--- src/sv/gaps_pkg.sv ---
// Shared types, constants and helper functions for the grid path search block.
// No dependencies; the other files but gaps_ram refer to this package by scoped names.
`timescale 1ns / 1ps

package gaps_pkg;

  localparam int GRID_SIDE = 128;
  localparam int COORD_W   = 7;
  localparam int CELL_W    = 14;
  localparam int NCELLS    = GRID_SIDE * GRID_SIDE;
  localparam int CNT_W     = 15;
  localparam int COST_W    = 32;
  localparam int FRAC_BITS = 16;
  localparam int BIAS_W    = 20;
  localparam int GUESS_W   = 24;
  localparam int SQ_STEPS  = 24;
  localparam int V_W       = 2 * SQ_STEPS;
  localparam int D2_W      = 15;
  localparam int PROD_W    = GUESS_W + BIAS_W;
  localparam int MARK_W    = 2;

  localparam logic [COST_W-1:0] W_STR  = COST_W'(64'd1 << FRAC_BITS);
  localparam logic [COST_W-1:0] W_DIAG =
    COST_W'(((64'd141421 << FRAC_BITS) + 64'd50000) / 64'd100000);

  localparam logic [MARK_W-1:0] MARK_NONE   = 2'b00;
  localparam logic [MARK_W-1:0] MARK_OPEN   = 2'b01;
  localparam logic [MARK_W-1:0] MARK_CLOSED = 2'b10;

  localparam logic [2:0] CFG_START_X = 3'd0;
  localparam logic [2:0] CFG_START_Y = 3'd1;
  localparam logic [2:0] CFG_GOAL_X  = 3'd2;
  localparam logic [2:0] CFG_GOAL_Y  = 3'd3;
  localparam logic [2:0] CFG_BIAS    = 3'd4;

  typedef enum logic [1:0] {
    ACT_WRITE  = 2'd0,
    ACT_SEARCH = 2'd1,
    ACT_READ   = 2'd2,
    ACT_NONE   = 2'd3
  } action_t;

  typedef enum logic [3:0] {
    ST_IDLE, ST_SWEEP, ST_INIT, ST_SCAN, ST_REMOVE, ST_CUR_RD, ST_CUR_EVAL,
    ST_NB_RD, ST_NB_EVAL, ST_SQRT, ST_MUL, ST_WRITE, ST_FIN_RD, ST_REPORT,
    ST_PATH
  } state_t;

  typedef struct packed {
    logic [1:0]         action;
    logic [COORD_W-1:0] cell_col;
    logic [COORD_W-1:0] cell_row;
    logic               wall_bit;
  } in_item_t;

  typedef struct packed {
    logic               result_kind;
    logic               found;
    logic [COST_W-1:0]  cost_q16;
    logic [CNT_W-1:0]   expansions;
    logic [COORD_W-1:0] out_col;
    logic [COORD_W-1:0] out_row;
    logic               last_cell;
  } result_t;

  typedef struct packed {
    state_t op;
    logic   take;
  } dp_cmd_t;

  typedef struct packed {
    logic sweep_done;
    logic coords_ok;
    logic count_zero;
    logic scan_done;
    logic shift_done;
    logic is_goal;
    logic cur_dead;
    logic nb_skip;
    logic nb_new;
    logic nb_last;
    logic sqrt_done;
    logic path_valid;
  } dp_stat_t;

  function automatic logic [CELL_W-1:0] cell_of(input logic [COORD_W-1:0] row,
                                                input logic [COORD_W-1:0] col);
    cell_of = {row, col};
  endfunction

  // neighbour order: four diagonals, then up/left/right/down straights
  function automatic logic [COORD_W-1:0] nb_col(input logic [COORD_W-1:0] x,
                                                input logic [2:0] i);
    if (i inside {3'd0, 3'd1, 3'd5}) nb_col = x - COORD_W'(1);
    else if (i inside {3'd2, 3'd3, 3'd6}) nb_col = x + COORD_W'(1);
    else nb_col = x;
  endfunction

  function automatic logic [COORD_W-1:0] nb_row(input logic [COORD_W-1:0] y,
                                                input logic [2:0] i);
    if (i inside {3'd0, 3'd2, 3'd4}) nb_row = y - COORD_W'(1);
    else if (i inside {3'd1, 3'd3, 3'd7}) nb_row = y + COORD_W'(1);
    else nb_row = y;
  endfunction

  function automatic logic [COST_W-1:0] sat_cost(input logic [COST_W:0] s);
    sat_cost = s[COST_W] ? '1 : s[COST_W-1:0];
  endfunction

endpackage

--- src/sv/gaps_ctrl.sv ---
// Sequencer for the grid path search: state register and next-state logic.
// Depends on gaps_pkg.
`timescale 1ns / 1ps

module gaps_ctrl (
  input  logic              clk,
  input  logic              rst,
  input  logic              start,
  input  logic [1:0]        action,
  input  gaps_pkg::dp_stat_t stat,
  output gaps_pkg::dp_cmd_t  cmd,
  output logic              busy
);

  gaps_pkg::state_t state, state_next;
  logic take;

  assign take = start && (state == gaps_pkg::ST_IDLE);
  assign busy = (state != gaps_pkg::ST_IDLE);
  assign cmd  = '{op: state, take: take};

  always_ff @(posedge clk) begin
    if (rst) state <= gaps_pkg::ST_IDLE;
    else     state <= state_next;
  end

  always_comb begin
    state_next = state;
    case (state)
      gaps_pkg::ST_IDLE: begin
        if (take && action == gaps_pkg::ACT_SEARCH) state_next = gaps_pkg::ST_SWEEP;
        else if (take && action == gaps_pkg::ACT_READ && stat.path_valid)
          state_next = gaps_pkg::ST_PATH;
      end
      gaps_pkg::ST_SWEEP: begin
        if (stat.sweep_done)
          state_next = stat.coords_ok ? gaps_pkg::ST_INIT : gaps_pkg::ST_REPORT;
      end
      gaps_pkg::ST_INIT: state_next = gaps_pkg::ST_SCAN;
      gaps_pkg::ST_SCAN: begin
        if (stat.count_zero)     state_next = gaps_pkg::ST_REPORT;
        else if (stat.scan_done) state_next = gaps_pkg::ST_REMOVE;
      end
      gaps_pkg::ST_REMOVE: begin
        if (stat.shift_done)
          state_next = stat.is_goal ? gaps_pkg::ST_FIN_RD : gaps_pkg::ST_CUR_RD;
      end
      gaps_pkg::ST_CUR_RD: state_next = gaps_pkg::ST_CUR_EVAL;
      gaps_pkg::ST_CUR_EVAL:
        state_next = stat.cur_dead ? gaps_pkg::ST_SCAN : gaps_pkg::ST_NB_RD;
      gaps_pkg::ST_NB_RD: state_next = gaps_pkg::ST_NB_EVAL;
      gaps_pkg::ST_NB_EVAL: begin
        if (stat.nb_skip)
          state_next = stat.nb_last ? gaps_pkg::ST_SCAN : gaps_pkg::ST_NB_RD;
        else if (stat.nb_new) state_next = gaps_pkg::ST_SQRT;
        else                  state_next = gaps_pkg::ST_MUL;
      end
      gaps_pkg::ST_SQRT: if (stat.sqrt_done) state_next = gaps_pkg::ST_MUL;
      gaps_pkg::ST_MUL: state_next = gaps_pkg::ST_WRITE;
      gaps_pkg::ST_WRITE:
        state_next = stat.nb_last ? gaps_pkg::ST_SCAN : gaps_pkg::ST_NB_RD;
      gaps_pkg::ST_FIN_RD: state_next = gaps_pkg::ST_REPORT;
      gaps_pkg::ST_REPORT: state_next = gaps_pkg::ST_IDLE;
      gaps_pkg::ST_PATH:   state_next = gaps_pkg::ST_IDLE;
      default: state_next = gaps_pkg::ST_IDLE;
    endcase
  end

endmodule

--- config.mk ---
export PLATFORM = sky130hd
export DESIGN_NAME = gaps_ctrl
export DESIGN_NICKNAME = d
export VERILOG_FILES = /design/src/sv/gaps_pkg.sv /design/src/sv/gaps_ctrl.sv
export SDC_FILE = /design/constraint.sdc
export NUM_CORES = 1
export LEC_CHECK = 0
export BUFFER_PORTS_ARGS = -buffer_cell sky130_fd_sc_hd__buf_4
export CORE_AREA = 2 2 39 41
export CTS_BUF_LIST = sky130_fd_sc_hd__clkbuf_8
export DETAILED_ROUTE_END_ITERATION = 7
export DIE_AREA = 0 0 41 43
export PLACE_DENSITY = 0.67
export REMOVE_ABC_BUFFERS = 1
export SLEW_MARGIN = 5
export SYNTH_ARGS = -nofsm -noshare
export SYNTH_HDL_FRONTEND = slang
export SYNTH_SLANG_ARGS = --single-unit
--- constraint.sdc ---
create_clock -name clk -period 4.1 [get_ports clk]
set_input_delay 0.82 -clock clk [delete_from_list [all_inputs] [get_ports clk]]
set_output_delay 0.82 -clock clk [all_outputs]
set_load 0.05 [all_outputs]
After elaboration in Yosys (flattened, before gate mapping)
Index checks and enable logic that the tools add are counted.
W data, S select, Z words.
{ "totals": {"output_inout_bits": 6, "wordCells": 41, "reg_bits": 4, "in_bits": 17} }
{ "op_classes": {"reduce_logical": 7, "muxes": 14, "n_eq_ne": 19} }
{ "op_table": {"columns": ["operator", "count"], "rows": [
  ["$pmux W4 S13", 1],
  ["$mux W4", 10],
  ["$eq A4 B4 Y1 const B", 5],
  ["$eq A4 B3 Y1 const B", 4],
  ["$eq A4 B2 Y1 const B", 2],
  ["$mux W3", 2],
  ["$ne A2 B2 Y1 const B", 3],
  ["$reduce_and A5 Y1", 1],
  ["$eq A4 B1 Y1 const B", 1],
  ["$logic_and A1 B1 Y1", 4],
  ["$logic_not A4 Y1", 1],
  ["$reduce_bool A4 Y1", 1],
  ["$ne A3 B1 Y1 const B", 1],
  ["$ne A3 B3 Y1 const B", 1],
  ["$eq A2 B1 Y1 const B", 1],
  ["$eq A2 B2 Y1 const B", 1],
  ["$mux W2", 1]
]} }

Logic depth before layout (Yosys ltp)
{ "logic_depth": {"ltp_word": 7, "ltp_mapped": 6, "ltp_nobuf": 5} }

Least setup slack after synthesis
OpenSTA, ideal clock, no wires.
{ "synth_timing": {"kind": "flip-flop to output port", "startpoint": "register state[0]", "endpoint": "output busy", "arrival_ns": 1.500, "setup_slack_ns": 1.780, "path_stages_with_launch": 4, "path_buffers": 1, "required_time_ns": 3.280, "cell_sequence": "dfxtp_1 > clkbuf_1 > nor2_1 > nand2_1"} }
{ "synth_via": {"elab_chain_len": 1} }
{ "synth_lines": {"columns": ["item", "line_no", "text"], "rows": [
  ["from (decl)", "gaps_ctrl.sv:15", "gaps_pkg::state_t state, state_next;"],
  ["from (signal assigned)", "gaps_ctrl.sv:23", "if (rst) state <= gaps_pkg::ST_IDLE;"],
  ["from (signal assigned)", "gaps_ctrl.sv:24", "else state <= state_next;"],
  ["$reduce_bool A4 Y1", "gaps_ctrl.sv:19", "assign busy = (state != gaps_pkg::ST_IDLE);"],
  ["to (decl)", "gaps_ctrl.sv:12", "output logic busy"]
]} }
No other way between the ends.

==> impl_results.md <==
- TNS Setup: 0 ps
- Largest family of logic cells by synthesized area: simple AND/OR/NAND/NOR gates
- RSZ-0062 raised after global routing: false
- Asr flop ratio synth: 0
- Cell taking the most area after synthesis: dfxtp_1
- CP Data Required Time: around 3300 ps
- Vias: 617
- Peak supply drop: ~0.00024 V
- Initial antenna violation count: 0
- Status: completed
- P&R area growth vs syn: 39.80%
- Leakage power: between 0.0002 and 0.0003 µW
- Max Fclk: roughly 440 MHz
- Max-slew violations: 0
- Top-area cell type share of the netlist area: 0.1572
- Layout Skew: 1.643 ps
- Post-CTS setup buffers: 0
- Critical Path Fanout Max: 19
- Data arrival, critical path: around 1400 ps
- Min Tclk post-route: between 2000 and 2500 ps
- Period utilisation layout: 0.5517
- Netlist cell types: 37
- Total die area: roughly 1800 µm²
- DR pass1 iterations: 4
- Max_slew headroom: 0.6163
- Initial drt markers: 14
- Vias in the first global route: between 500 and 600
- Pwr Density: just over 700 nW/µm²
- Initial Util: 0.3680
- Non-filler cells, final: roughly 110
- Drt total wl: between 1 and 1.5 mm
- GRT met2 Usage: 0.3094
- Top post-synthesis cells by area: dfxtp_1 16%, nand2b_1 7.4%, o211ai_1 4.4%, o311a_4 4.2%, o21ai_0 3.9%
- Ratio of cells with drive above 1 in the final layout: 0.2967
- Hold Buf Count CTS: 0
- Fraction of synthesized area in multiplexers: 0
- Filler cell count: around 140
- GR Layer Usage met1: 0.2038
- Antenna Cells: 0
- First-pass GRT wire length: between 2 and 2.5 mm
- Fin util: 0.5145
- CTS tree: done
- Clk buf depth: 2
- Cell Area, Placed: ~670 µm²
- Met3 GRT Util: 0.01571
- CP Class: reg -> out
- Sequential area share after synthesis: 0.1572
- FF+latch count, synth: 4
- Biggest regs: state (4)
- Post-Synthesis Cells: roughly 70
- Largest register FFs: 4
- Worst-Skew Late Latency: ~220 ps
- Placed instance count: 104
- Root buf cell: clkbuf_8
- HP Class: reg -> reg
- # H-tree levels: 1
- Cell Area, Synth: just over 500 µm²
- TritonCTS buffer count: 3
- Fin nets: 110
- Post-route cell area: between 700 and 800 µm²
- Gr busiest metal: met2
- Max Cap Violations: 0
- Post-Synth Simple-Gate Area: 0.3956
- Placer Congestion: about 0.72
- Area of the core: about 1400 µm²
- YS warnings: 0
- Antenna Violating Nets Remaining: 0
- Detail Placement HPWL: 1.026 mm
- Worst-path clk slew: roughly 30 ps
- WL/cell: about 13 µm
- Final Hold Viols: 0
- Footprint of the multi-input gates: a little under 400 µm²
- Grt ovf: 0
- Crit path launch type: flop
- Top FF cell, synth: dfxtp_1
- IO Count: 23
- GRT Total Usage: 0.1752
- Worst Setup End Kind: primary output
- Die W: around 40 µm
- Worst slew pin tran: ~570 ps
- Most flops, register: state
- Number of clock sinks: 4
- Hold Slack: slightly below 800 ps
- Seq. cell area: approximately 80 µm²
- Post-synth EDFFs: 0
- Post-Synth Adder-Cell Area: 0
- Via/cell ratio: 5.766
- Largest net degree at the start of global routing: 20
- Post-synthesis xor/xnor area fraction: 0
- PostCTS Resize Cnt: 0
- Final Setup Violations: 0
- PortBufs: 22
- Die H: 43 µm
- Mean post-synth cell area: 7.172 µm²
- Compound-Gate Fraction of Synth Area: 0.3784
- Cell row count: 14
- DRC: 0
-- placed cells by master, fill, tap and decap left out, types with 3 or more instances in the layout --
cell type	instances
nand3_1	3
o211ai_1	3
dfxtp_1	4
o21ai_0	4
nand2b_1	6
inv_1	3
nor2_1	4
clkbuf_8	3
nand2_1	5
buf_4	22
-- critical path, cell delays in order (launching register included) --
cell,delay [ps]
dfxtp_1,650
nor2_1,180
and3_1,210
buf_4,180
-- synth_stat cells (3+ instances only) --
library cell  instances
inv_1                 3
nand2b_1              6
nor2_1                4
nand2_1               5
o211ai_1              3
o21ai_0               4
dfxtp_1               4
nand3_1               3
clkbuf_1              3
-- area by class of cell --
type,instances,area share
sequential,4,0.1125
timing repair buffer,22,0.2320
clock buffer,3,0.05800
tap,16,0.02812
multi-input combinational,59,0.5536
inverter,3,0.01582
-- stage by stage --
stage / setup WS (ps) / power, µW
after floorplan: 1860 / 339.8
after global placement: 2032 / 431.1
after detailed placement: 2029 / 432.3
after CTS: 1833 / 517.1
after global routing: 1714 / 553.3
final: 1838 / 513.8
-- logic make-up after synthesis --
logic type | Yosys count
buf+inv | 8
flops | 4
compound gates | 25
simple gates | 34
-- routing by layer --
metal,vias to the layer above,share of wire
li1,314,-
met1,286,0.44
met2,15,0.50
met3,2,0.047
met4,0,0.014
met5,-,0
-- path summary, 6_finish.rpt --
path / slack, ps / to / cells after the start / start
hold reg to reg: 780 / state[1] / 2 / state[1]
setup reg to reg: 2160 / state[2] / 5 / state[3]
hold / removal: 780 / state[1] / 2 / state[1]
setup / recovery: 1840 / cmd[0] / 3 / state[0]
-- power by group --
group / total (µW) / internal, µW / switching [µW]
clock: 81.9 / 62.5 / 19.4
combinational: 319 / 134 / 185
sequential: 113 / 53.8 / 59.2
total: 514 / 250 / 264
(Power assumes the default switching activity.)
